## src/rtl/core/pse_pkg.sv

```systemverilog
`timescale 1ns / 1ps

package pse_pkg;

    // Field and register widths
    localparam int ERR_W      = 12;
    localparam int DIFF_W     = ERR_W + 1;
    localparam int INTEG_W    = 16;
    localparam int GAIN_W     = 12;
    localparam int LIMIT_W    = 15;
    localparam int DEADBAND_W = 11;
    localparam int DRIVE_W    = 16;
    localparam int TDATA_W    = 16;

    // Configuration port
    localparam int CFG_INDEX_W = 3;
    localparam int CFG_DATA_W  = 15;

    // Datapath widths: signed gain is one bit wider than the unsigned gain
    localparam int PROD_P_W  = GAIN_W + 1 + ERR_W;
    localparam int PROD_I_W  = GAIN_W + 1 + INTEG_W;
    localparam int PROD_D_W  = GAIN_W + 1 + DIFF_W;
    localparam int SUM_W     = PROD_I_W + 1;
    localparam int FRAC_BITS = 8;
    localparam int Q_W       = SUM_W - FRAC_BITS;

    localparam logic signed [SUM_W-1:0] ROUND_BIAS  = SUM_W'((1 << FRAC_BITS) - 1);
    localparam logic signed [Q_W-1:0]   DRIVE_MAX   = Q_W'(32767);
    localparam logic signed [Q_W-1:0]   DRIVE_MIN   = -DRIVE_MAX;

    // Reset values of the registers
    localparam logic [GAIN_W-1:0]     GAIN_P_RST   = GAIN_W'(102);
    localparam logic [GAIN_W-1:0]     GAIN_I_RST   = GAIN_W'(0);
    localparam logic [GAIN_W-1:0]     GAIN_D_RST   = GAIN_W'(512);
    localparam logic [LIMIT_W-1:0]    LIMIT_RST    = LIMIT_W'(100);
    localparam logic [DEADBAND_W-1:0] DEADBAND_RST = DEADBAND_W'(2);

    typedef enum logic [CFG_INDEX_W-1:0] {
        REG_GAIN_P   = 3'd0,
        REG_GAIN_I   = 3'd1,
        REG_GAIN_D   = 3'd2,
        REG_LIMIT    = 3'd3,
        REG_DEADBAND = 3'd4
    } cfg_reg_t;

    typedef struct packed {
        logic [GAIN_W-1:0]     gain_p;
        logic [GAIN_W-1:0]     gain_i;
        logic [GAIN_W-1:0]     gain_d;
        logic [LIMIT_W-1:0]    integral_limit;
        logic [DEADBAND_W-1:0] deadband;
    } cfg_t;

    typedef struct packed {
        logic signed [ERR_W-1:0]   err;
        logic signed [DIFF_W-1:0]  diff;
        logic signed [INTEG_W-1:0] integ;
    } err_stage_t;

    typedef struct packed {
        logic signed [PROD_P_W-1:0] prod_p;
        logic signed [PROD_I_W-1:0] prod_i;
        logic signed [PROD_D_W-1:0] prod_d;
    } prod_stage_t;

endpackage

```

## src/rtl/core/pse_regs.sv

```systemverilog
`timescale 1ns / 1ps

module pse_regs
(
    input  logic                              clk,
    input  logic                              rst_n,
    input  logic                              cfg_valid,
    output logic                              cfg_ready,
    input  logic [pse_pkg::CFG_INDEX_W-1:0]   cfg_index,
    input  logic [pse_pkg::CFG_DATA_W-1:0]    cfg_data,
    output pse_pkg::cfg_t                     cfg
);

    pse_pkg::cfg_t cfg_reg;
    pse_pkg::cfg_t cfg_next;

    // Registers are always writable
    assign cfg_ready = 1'b1;
    assign cfg       = cfg_reg;

    // Decode the write transaction; unknown indexes leave all registers alone
    always_comb
    begin
        cfg_next = cfg_reg;
        if (cfg_valid)
        begin
            case (pse_pkg::cfg_reg_t'(cfg_index))
                pse_pkg::REG_GAIN_P:   cfg_next.gain_p = cfg_data[pse_pkg::GAIN_W-1:0];
                pse_pkg::REG_GAIN_I:   cfg_next.gain_i = cfg_data[pse_pkg::GAIN_W-1:0];
                pse_pkg::REG_GAIN_D:   cfg_next.gain_d = cfg_data[pse_pkg::GAIN_W-1:0];
                pse_pkg::REG_LIMIT:
                    cfg_next.integral_limit = cfg_data[pse_pkg::LIMIT_W-1:0];
                pse_pkg::REG_DEADBAND:
                    cfg_next.deadband = cfg_data[pse_pkg::DEADBAND_W-1:0];
                default:               cfg_next = cfg_reg;
            endcase
        end
    end

    always_ff @(posedge clk or negedge rst_n)
    begin
        if (!rst_n)
        begin
            cfg_reg.gain_p         <= pse_pkg::GAIN_P_RST;
            cfg_reg.gain_i         <= pse_pkg::GAIN_I_RST;
            cfg_reg.gain_d         <= pse_pkg::GAIN_D_RST;
            cfg_reg.integral_limit <= pse_pkg::LIMIT_RST;
            cfg_reg.deadband       <= pse_pkg::DEADBAND_RST;
        end
        else
        begin
            cfg_reg <= cfg_next;
        end
    end

endmodule

```

## src/rtl/core/pse_integ.sv

```systemverilog
`timescale 1ns / 1ps

module pse_integ
(
    input  logic                                 clk,
    input  logic                                 rst_n,
    input  logic                                 in_valid,
    output logic                                 in_ready,
    input  logic signed [pse_pkg::ERR_W-1:0]     err_in,
    input  logic [pse_pkg::LIMIT_W-1:0]          integral_limit,
    input  logic [pse_pkg::DEADBAND_W-1:0]       deadband,
    output logic                                 out_valid,
    input  logic                                 out_ready,
    output pse_pkg::err_stage_t                  out_data
);

    localparam int SUM_W = pse_pkg::INTEG_W + 1;

    logic                                  valid_reg;
    logic                                  valid_next;
    pse_pkg::err_stage_t                   data_reg;
    pse_pkg::err_stage_t                   data_next;
    logic signed [pse_pkg::ERR_W-1:0]      last_error_reg;
    logic signed [pse_pkg::INTEG_W-1:0]    accum_reg;
    logic                                  accept;
    logic [pse_pkg::ERR_W-1:0]             abs_err;
    logic signed [SUM_W-1:0]               integ_sum;
    logic signed [SUM_W-1:0]               lim_pos;
    logic signed [SUM_W-1:0]               lim_neg;
    logic signed [SUM_W-1:0]               integ_clamped;

    assign in_ready  = !valid_reg || out_ready;
    assign accept    = in_valid && in_ready;
    assign out_valid = valid_reg;
    assign out_data  = data_reg;

    // Difference, integral update with deadband clear and symmetric clamp
    always_comb
    begin
        abs_err   = err_in[pse_pkg::ERR_W-1] ? (~err_in + pse_pkg::ERR_W'(1)) : err_in;
        integ_sum = SUM_W'(accum_reg) + SUM_W'(err_in);
        lim_pos   = $signed({2'b00, integral_limit});
        lim_neg   = -lim_pos;
        if (abs_err < {1'b0, deadband})
            integ_clamped = '0;
        else
            integ_clamped = integ_sum;
        if (integ_clamped > lim_pos)
            integ_clamped = lim_pos;
        else if (integ_clamped < lim_neg)
            integ_clamped = lim_neg;

        data_next.err   = err_in;
        data_next.diff  = pse_pkg::DIFF_W'(err_in) - pse_pkg::DIFF_W'(last_error_reg);
        data_next.integ = integ_clamped[pse_pkg::INTEG_W-1:0];

        valid_next = accept ? 1'b1 : (out_ready ? 1'b0 : valid_reg);
    end

    // Hold the loop state and the stage valid
    always_ff @(posedge clk or negedge rst_n)
    begin
        if (!rst_n)
        begin
            valid_reg      <= 1'b0;
            last_error_reg <= '0;
            accum_reg      <= '0;
        end
        else
        begin
            valid_reg <= valid_next;
            if (accept)
            begin
                last_error_reg <= err_in;
                accum_reg      <= data_next.integ;
            end
        end
    end

    // Capture the payload on each accepted transaction
    always_ff @(posedge clk)
    begin
        if (accept)
        begin
            data_reg <= data_next;
        end
    end

endmodule

```

## src/rtl/core/pse_prod.sv

```systemverilog
`timescale 1ns / 1ps

module pse_prod
(
    input  logic                          clk,
    input  logic                          rst_n,
    input  logic                          in_valid,
    output logic                          in_ready,
    input  pse_pkg::err_stage_t           in_data,
    input  logic [pse_pkg::GAIN_W-1:0]    gain_p,
    input  logic [pse_pkg::GAIN_W-1:0]    gain_i,
    input  logic [pse_pkg::GAIN_W-1:0]    gain_d,
    output logic                          out_valid,
    input  logic                          out_ready,
    output pse_pkg::prod_stage_t          out_data
);

    logic                                   valid_reg;
    logic                                   valid_next;
    pse_pkg::prod_stage_t                   data_reg;
    pse_pkg::prod_stage_t                   data_next;
    logic                                   accept;
    logic signed [pse_pkg::GAIN_W:0]        sgain_p;
    logic signed [pse_pkg::GAIN_W:0]        sgain_i;
    logic signed [pse_pkg::GAIN_W:0]        sgain_d;

    assign in_ready  = !valid_reg || out_ready;
    assign accept    = in_valid && in_ready;
    assign out_valid = valid_reg;
    assign out_data  = data_reg;

    // Form the three gain products in parallel
    always_comb
    begin
        sgain_p = $signed({1'b0, gain_p});
        sgain_i = $signed({1'b0, gain_i});
        sgain_d = $signed({1'b0, gain_d});
        data_next.prod_p = pse_pkg::PROD_P_W'(sgain_p) * pse_pkg::PROD_P_W'(in_data.err);
        data_next.prod_i = pse_pkg::PROD_I_W'(sgain_i) * pse_pkg::PROD_I_W'(in_data.integ);
        data_next.prod_d = pse_pkg::PROD_D_W'(sgain_d) * pse_pkg::PROD_D_W'(in_data.diff);
        valid_next = accept ? 1'b1 : (out_ready ? 1'b0 : valid_reg);
    end

    always_ff @(posedge clk or negedge rst_n)
    begin
        if (!rst_n)
        begin
            valid_reg <= 1'b0;
        end
        else
        begin
            valid_reg <= valid_next;
        end
    end

    always_ff @(posedge clk)
    begin
        if (accept)
        begin
            data_reg <= data_next;
        end
    end

endmodule

```

## src/rtl/core/pse_out.sv

```systemverilog
`timescale 1ns / 1ps

module pse_out
(
    input  logic                                clk,
    input  logic                                rst_n,
    input  logic                                in_valid,
    output logic                                in_ready,
    input  pse_pkg::prod_stage_t                in_data,
    output logic                                out_valid,
    input  logic                                out_ready,
    output logic signed [pse_pkg::DRIVE_W-1:0]  drive
);

    logic                                   valid_reg;
    logic                                   valid_next;
    logic signed [pse_pkg::DRIVE_W-1:0]     drive_reg;
    logic signed [pse_pkg::DRIVE_W-1:0]     drive_next;
    logic                                   accept;
    logic signed [pse_pkg::SUM_W-1:0]       sum;
    logic signed [pse_pkg::SUM_W-1:0]       sum_adj;
    logic signed [pse_pkg::Q_W-1:0]         quot;
    logic signed [pse_pkg::Q_W-1:0]         neg;

    assign in_ready  = !valid_reg || out_ready;
    assign accept    = in_valid && in_ready;
    assign out_valid = valid_reg;
    assign drive     = drive_reg;

    // Sum, drop fraction toward zero, negate and saturate
    always_comb
    begin
        sum = pse_pkg::SUM_W'(in_data.prod_p) + pse_pkg::SUM_W'(in_data.prod_i)
            + pse_pkg::SUM_W'(in_data.prod_d);
        sum_adj = sum[pse_pkg::SUM_W-1] ? (sum + pse_pkg::ROUND_BIAS) : sum;
        quot    = sum_adj[pse_pkg::SUM_W-1:pse_pkg::FRAC_BITS];
        neg     = -quot;
        if (neg > pse_pkg::DRIVE_MAX)
            drive_next = pse_pkg::DRIVE_MAX[pse_pkg::DRIVE_W-1:0];
        else if (neg < pse_pkg::DRIVE_MIN)
            drive_next = pse_pkg::DRIVE_MIN[pse_pkg::DRIVE_W-1:0];
        else
            drive_next = neg[pse_pkg::DRIVE_W-1:0];
        valid_next = accept ? 1'b1 : (out_ready ? 1'b0 : valid_reg);
    end

    always_ff @(posedge clk or negedge rst_n)
    begin
        if (!rst_n)
        begin
            valid_reg <= 1'b0;
        end
        else
        begin
            valid_reg <= valid_next;
        end
    end

    always_ff @(posedge clk)
    begin
        if (accept)
        begin
            drive_reg <= drive_next;
        end
    end

endmodule

```

## src/rtl/core/pid_servo_error_controller.sv

```systemverilog
`timescale 1ns / 1ps

// PID servo controller: each transaction on the s_ side carries one signed
// tracking error and yields exactly one negated, saturated drive value on the
// m_ side, in order. The error and clamped integral are updated in the first
// stage, the three gain products are formed in the second, and the sum is
// shifted, negated and saturated into the output register in the third, so
// the block takes one item per clock while the output side is ready; a result
// waits in the output register until the m_ side takes it. A stage holds its
// item while the stage after it is not ready; the integral is updated as each
// item is accepted. Gains are unsigned Q4.8. Write configuration only while
// no item is in flight.

module pid_servo_error_controller
(
    input  logic                                clk,
    input  logic                                rst_n,
    // Input stream
    input  logic                                s_tvalid,
    output logic                                s_tready,
    input  logic [pse_pkg::TDATA_W-1:0]         s_tdata,   // [11:0] track_error, [15:12] zero
    // Output stream
    output logic                                m_tvalid,
    input  logic                                m_tready,
    output logic [pse_pkg::TDATA_W-1:0]         m_tdata,   // [15:0] drive
    // Configuration write channel
    input  logic                                cfg_valid,
    output logic                                cfg_ready,
    input  logic [pse_pkg::CFG_INDEX_W-1:0]     cfg_index,
    input  logic [pse_pkg::CFG_DATA_W-1:0]      cfg_data
);

    pse_pkg::cfg_t                        cfg;
    pse_pkg::err_stage_t                  err_data;
    pse_pkg::prod_stage_t                 prod_data;
    logic                                 err_valid;
    logic                                 err_ready;
    logic                                 prod_valid;
    logic                                 prod_ready;
    logic signed [pse_pkg::DRIVE_W-1:0]   drive;
    logic signed [pse_pkg::ERR_W-1:0]     track_error;

    assign track_error = s_tdata[pse_pkg::ERR_W-1:0];
    assign m_tdata     = drive;

    // Configuration registers
    pse_regs u_regs
    (
        .clk       (clk),
        .rst_n     (rst_n),
        .cfg_valid (cfg_valid),
        .cfg_ready (cfg_ready),
        .cfg_index (cfg_index),
        .cfg_data  (cfg_data),
        .cfg       (cfg)
    );

    // Error difference and integral state
    pse_integ u_integ
    (
        .clk            (clk),
        .rst_n          (rst_n),
        .in_valid       (s_tvalid),
        .in_ready       (s_tready),
        .err_in         (track_error),
        .integral_limit (cfg.integral_limit),
        .deadband       (cfg.deadband),
        .out_valid      (err_valid),
        .out_ready      (err_ready),
        .out_data       (err_data)
    );

    // Gain products
    pse_prod u_prod
    (
        .clk       (clk),
        .rst_n     (rst_n),
        .in_valid  (err_valid),
        .in_ready  (err_ready),
        .in_data   (err_data),
        .gain_p    (cfg.gain_p),
        .gain_i    (cfg.gain_i),
        .gain_d    (cfg.gain_d),
        .out_valid (prod_valid),
        .out_ready (prod_ready),
        .out_data  (prod_data)
    );

    // Output scaling and result register
    pse_out u_out
    (
        .clk       (clk),
        .rst_n     (rst_n),
        .in_valid  (prod_valid),
        .in_ready  (prod_ready),
        .in_data   (prod_data),
        .out_valid (m_tvalid),
        .out_ready (m_tready),
        .drive     (drive)
    );

endmodule

```

## config.mk

```make
export PLATFORM = sky130hd
export DESIGN_NAME = pid_servo_error_controller
export DESIGN_NICKNAME = d
export VERILOG_FILES = /design/src/rtl/core/pse_pkg.sv /design/src/rtl/core/pse_regs.sv /design/src/rtl/core/pse_integ.sv /design/src/rtl/core/pse_prod.sv /design/src/rtl/core/pse_out.sv /design/src/rtl/core/pid_servo_error_controller.sv
export SDC_FILE = /design/constraint.sdc
export NUM_CORES = 2
export LEC_CHECK = 0
export BUFFER_PORTS_ARGS = -buffer_cell sky130_fd_sc_hd__buf_2
export CAP_MARGIN = 20
export CORE_MARGIN = 5
export CORE_UTILIZATION = 35
export CTS_CLUSTER_SIZE = 25
export DETAILED_ROUTE_END_ITERATION = 16
export GPL_ROUTABILITY_DRIVEN = 1
export GPL_TIMING_DRIVEN = 0
export MAX_ROUTING_LAYER = met4
export SLEW_MARGIN = 20
export SYNTH_ARGS = -nofsm -noshare
export SYNTH_HDL_FRONTEND = slang
export SYNTH_SLANG_ARGS = --single-unit
export TNS_END_PERCENT = 30
```

## constraint.sdc

```tcl
create_clock -name clk -period 7 [get_ports clk]
set_clock_uncertainty 0.2 [all_clocks]
set_input_delay 1.05 -clock clk [delete_from_list [all_inputs] [get_ports clk]]
set_output_delay 1.05 -clock clk [all_outputs]
set_load 0.02 [all_outputs]
```

; Word level (Yosys, flattened, before mapping)
; Index checks and enable logic that the tools add are counted.
[classes]
n_addsub = 8
multipliers = 3
n_lt_le_gt_ge = 5
n_eq_ne = 4
n_mux = 12
bitwise = 1
reduce_logical = 19
[op_table]
columns = cell, count
row1 = 16-bit 2-to-1 mux, 3
row2 = 25-bit by 29-bit adder with 30-bit output, 1
row3 = 30-bit by 26-bit adder with 30-bit output, 1
row4 = 30-bit by 9-bit adder with 30-bit output (second input constant), 1
row5 = 30-bit 2-to-1 mux, 1
row6 = 13-bit by 16-bit multiplier with 29-bit output, 1
row7 = 13-bit by 13-bit multiplier with 26-bit output, 1
row8 = 13-bit by 12-bit multiplier with 25-bit output, 1
row9 = 22-bit by 16-bit > comparator with 1-bit output (second input constant), 1
row10 = 22-bit by 16-bit < comparator with 1-bit output (second input constant), 1
row11 = 22-bit negation, 1
row12 = 16-bit by 12-bit adder with 17-bit output, 1
row13 = 17-bit by 16-bit > comparator with 1-bit output, 1
row14 = 17-bit < comparator, 1
row15 = 17-bit 2-to-1 mux, 1
row16 = 15-bit negation with 17-bit output, 1
row17 = 12-bit by 12-bit subtractor with 13-bit output, 1
row18 = 12-bit by 2-bit adder with 12-bit output (second input constant), 1
row19 = 12-bit by 11-bit < comparator with 1-bit output, 1
row20 = 12-bit 2-to-1 mux, 1
row21 = 12-bit inverter, 1
row22 = 2-bit AND reduction, 5
row23 = 3-bit by 2-bit equality test with 1-bit output (second input constant), 2
row24 = 1-bit 2-to-1 mux, 6
row25 = other kinds (8), 16
[totals]
register_bits = 230
inputBits = 39
output_inout_bits = 19
word_cells = 70

; Depth between registers and ports, before layout
[depth]
word_depth = 8
depth_mapped = 31

; By module
; Synthesis repeated with hierarchy kept, for this count alone.
[unflattened]
cells_unflattened = 3346
area_unflattened_um2 = 31980.7
[modules_own_cells]
columns = mod, instances, cells_each, area_per_inst_um2, seq_area_each_um2
row1 = pse_prod, 1, 2101, 19860.3, 2427.3
row2 = pse_integ, 1, 631, 5671.7, 1956.9
row3 = pse_out, 1, 478, 4043.9, 505.5
row4 = pse_regs, 1, 136, 2404.8, 1562.7

; Worst setup path after synthesis
; OpenSTA, ideal clock, no wires.
[synth_path]
path_type = input-to-reg
startpoint = input port s_tdata[1] (netlist name)
endpoint = register u_integ.accum_reg[2] (netlist name)
setup_time_ns = 0.125
arrival_time_ns = 6.415
path_slack_ns = 0.260
path_stages = 29
path_buffers = 2
cell_sequence = inv_1 > ha_1 > nand2_1 > or4_1 > o21ai_0 > xnor2_1 > ha_1 > and3_1 > a221oi_1 > o41ai_1 > a31oi_1 > clkbuf_1 > nor2b_1 > ha_1 > nor2b_1 > o21a_1 > o21a_1 > o21a_1 > o21a_1 > o21a_1 > o21a_1 > o21ai_0 > a21oi_1 > o311ai_0 > nand2_1 > clkbuf_1 > and2_1 > o31a_1 > mux2_2
[synth_lines]
columns = item, line
row1 = from (decl), pid_servo_error_controller.sv:21  ; input logic [pse_pkg::TDATA_W-1:0] s_tdata,
row2 = to (signal assigned), pse_integ.sv:75  ; accum_reg <= data_next.integ;
row3 = to (decl), pse_integ.sv:24  ; logic signed [pse_pkg::INTEG_W-1:0] accum_reg;

==> impl_results.md <==
- Startpoint Class: input port
- Max Fclk: 147 MHz
- Minimum clock period: 6780 ps
- Period utilization: 96.9%
- Max Cap Viol: 0
- Core Region: 88,100 um^2
- Cell area after synthesis: 31,000 um^2
- CP Max Fanout: 10
- CP max stage cell: clkbuf_1
- Total GRT Usage: 16.8%
- Ys flop type: edfxtp_1
- Die X: 308 um
- Port bufs: 52
- Post-synthesis sequential area ratio: 20.8%
- Reg2reg start: u_regs.cfg[33]$_DFFE_PN0P_
- Crit path largest cell delay: 460 ps
- Worst Setup End Kind: flip-flop
- R2R Path End: u_prod.out_data[24]$_DFFE_PP_
- Worst Setup SP: s_tdata[1]
- CTS tree: built
- CTS Buf Count: 28
- Io pins: 58
- Initial Util: 35.2%
- Wire length per cell: 17.1 um
- Total Routed Length: 76,200 um
- Clock tree sinks: 230
- CP Class: in -> reg
- R2r setup slk: 300 ps
- R2r worst-path depth: 25
- DRT Pass-1 Iters: 7
- ANT nets after route: 0
- Crit path to: u_integ.accum_reg[12]$_DFFE_PN0P_
- Mapped Nets: 3,975
- CTS max path bufs: 3
- Largest net degree at the start of global routing: 74
- Hold Crit Class: in -> async
- Detailed Route Iter0 Violations: 1,039
- Remaining Overflow, GRT: 0
- Final Setup Violations: 0
- Root buf cell: clkbuf_16
- Sequential Area: 6470 um^2
- # DRC: 0
- Most frequent CP cell: o21a_1
- Syn Area/Cell: 9.76 um^2
- Status: finished, final reports clean
- Nets: 4,060
- Die area: 94,600 um^2
- Clock transition at path regs: 70 ps
- Setup TNS: 0 ps
- Fillers: 8,872
- Die Ht: 308 um
- Stages on the worst setup path: 30
- Slew Limit Fails: 0
- Async SR Flop Fraction: 40.4%
- Crit path buf inv count: 5
- Worst slew margin: 25.4%
- RSZ-0062 raised after global routing: true
- Worst skew pair latency: 600 ps
- Initial antenna violation count: 0
- GPL Wtd Cong: 0.904
- Row count: 109
- Dpl hpwl: 63,300 um
- Diodes inserted: 0
- First-pass GRT wire length: 124,000 um
- Top Family by Delay on Critical Path: compound AO/OA/AOI/OAI gates
- Footprint of the multi-input gates: 22,200 um^2
- CP arrival: 7110 ps
- Max reg flops: 80
- Critical Path RT: 7330 ps
- Hold Buf Count CTS: 0
- Cells after Synth: 3,176
- Yosys warns: 0
- Layout area overhead: 9.98%
- Number of flops mapped to enable cells by yosys: 137
- Final hold vios: 0
- Layout cells sized above 1: 9.17%
- Via count: 21,800
- Unique masters post-synth: 84
- Drt via density: 4.90
- Post-synthesis register bit count: 230
- H-Tree Depth: 1
- Tightest Pin Transition: 1120 ps
- Vias in the first global route: 22,300
-- kinds of logic after synthesis --
family | synth area share [%]
adders and majority gates | 40.9
xor gates and xnor gates | 4.21
DFF | 20.8
buffers and inverters | 8.03
muxes | 2.85
AOI/OAI and AO/OA | 8.94
other | 0.0121
and+or+nand+nor | 14.3
-- area by class of cell --
type | count | share of cell area (%)
flip-flops and latches | 230 | 19.0
clock inverters | 17 | 0.734
well taps | 1165 | 4.28
repair buffers | 67 | 1.23
plain buffers | 104 | 1.54
multi-input cells | 2290 | 65.1
inverters | 540 | 5.94
clock buffers | 35 | 2.22
-- timing repair --
action / 4_1_cts / 5_1_grt
pin swaps: 0 / 4
gates resized for setup: 42 / 89
buffers inserted: 2 / 11
endpoints found under the setup margin: 40 / 52
-- Yosys cell counts, drive strengths merged (4+ instances only) --
cell type	instances	area share, %
inv	539	6.5
o31ai	8	0.19
o21ai	89	1.4
mux2	75	2.7
dfrtp	84	6.8
xor2	34	0.96
o21bai	31	0.75
nor2	81	0.98
nand2b	40	0.81
nor3b	4	0.097
buf	12	0.23
xnor2	115	3.2
mux2i	4	0.13
dfstp	9	0.76
a31oi	14	0.28
o311ai	4	0.11
nor3	45	0.76
a31o	7	0.20
nand2	359	4.3
a21boi	6	0.15
a21o	45	1.1
and3	17	0.34
o211ai	8	0.19
a21oi	110	1.8
fa	421	27
and2	237	4.8
a41oi	6	0.17
edfxtp	137	13
nor4	9	0.23
nor2b	21	0.42
o31a	5	0.14
a2111oi	4	0.11
clkbuf	104	1.3
a211o	9	0.25
nand4	15	0.35
or4	4	0.11
a2bb2oi	7	0.20
a211oi	10	0.27
or3	10	0.20
nand3	25	0.40
ha	339	14
or2	7	0.14
o21a	27	0.65
-- worst register-to-register path, delay by kind of cell, from the launching register on --
family          cells  cell delay, ps
compound gates     10            1530
xor+xnor            1             120
fa+ha+maj           7            3140
buf+inv             5             470
flops               1             450
simple gates        2             520
-- cell usage in the layout (no fill, tap or decap), drive strengths merged, types with 7 or more instances in the layout --
master,n
dfrtp,84
nor2,81
ha,339
buf,88
xor2,34
nand4,15
nor4,9
edfxtp,137
o21a,27
fa,421
a21oi,110
o211ai,8
or2,7
or3,10
a31oi,14
clkinv,7
a31o,7
nor2b,21
a211o,9
mux2,75
o31ai,8
nor3,45
clkbuf,118
dfstp,9
a2bb2oi,7
xnor2,115
o21ai,89
nand3,25
inv,542
a211oi,10
o21bai,31
and3,17
nand2b,40
nand2,359
and2,237
a21o,45
-- worst min-delay path by stage --
stage                                               to                          start  slack, ps
final                       u_regs.cfg[24]$_DFFE_PN0P_                          rst_n         90
after global routing        u_regs.cfg[24]$_DFFE_PN0P_                          rst_n         80
after CTS                   u_regs.cfg[24]$_DFFE_PN0P_                          rst_n         60
after detailed placement  u_prod.out_valid$_DFFE_PN0P_  u_integ.out_valid$_DFFE_PN0P_        270
after global placement    u_prod.out_valid$_DFFE_PN0P_  u_integ.out_valid$_DFFE_PN0P_        260
after floorplan           u_prod.out_valid$_DFFE_PN0P_  u_integ.out_valid$_DFFE_PN0P_        250
-- routing by layer --
| layer | part of all wire, % | global-route usage (%) | up-vias |
|---|---|---|---|
| met5 | 0 | - | - |
| met3 | 5.1 | 2.28 | 83 |
| li1 | - | - | 10400 |
| met2 | 45 | 26.1 | 461 |
| met4 | 2.3 | 3.35 | 0 |
| met1 | 48 | 23.8 | 10800 |
-- through the flow --
stage / utilization [%] / instance area [um^2] / std cells / setup slack, ps / hold slack, ps
floorplan: - / 31000 / 3176 / 260 / 249
global placement: 37.1 / 32700 / 4393 / -1460 / 257
detailed placement: 37.2 / 32800 / 4395 / -1430 / 273
CTS: 38.5 / 33900 / 4446 / 0.637 / 58.7
global route: 38.7 / 34100 / 4448 / -71.2 / 75.4
finish: 38.7 / 34100 / 4448 / 219 / 86.9
Power is left out: the tool's default activity adds up to more than one toggle a clock period on the data nets, which glitch-free logic cannot reach.
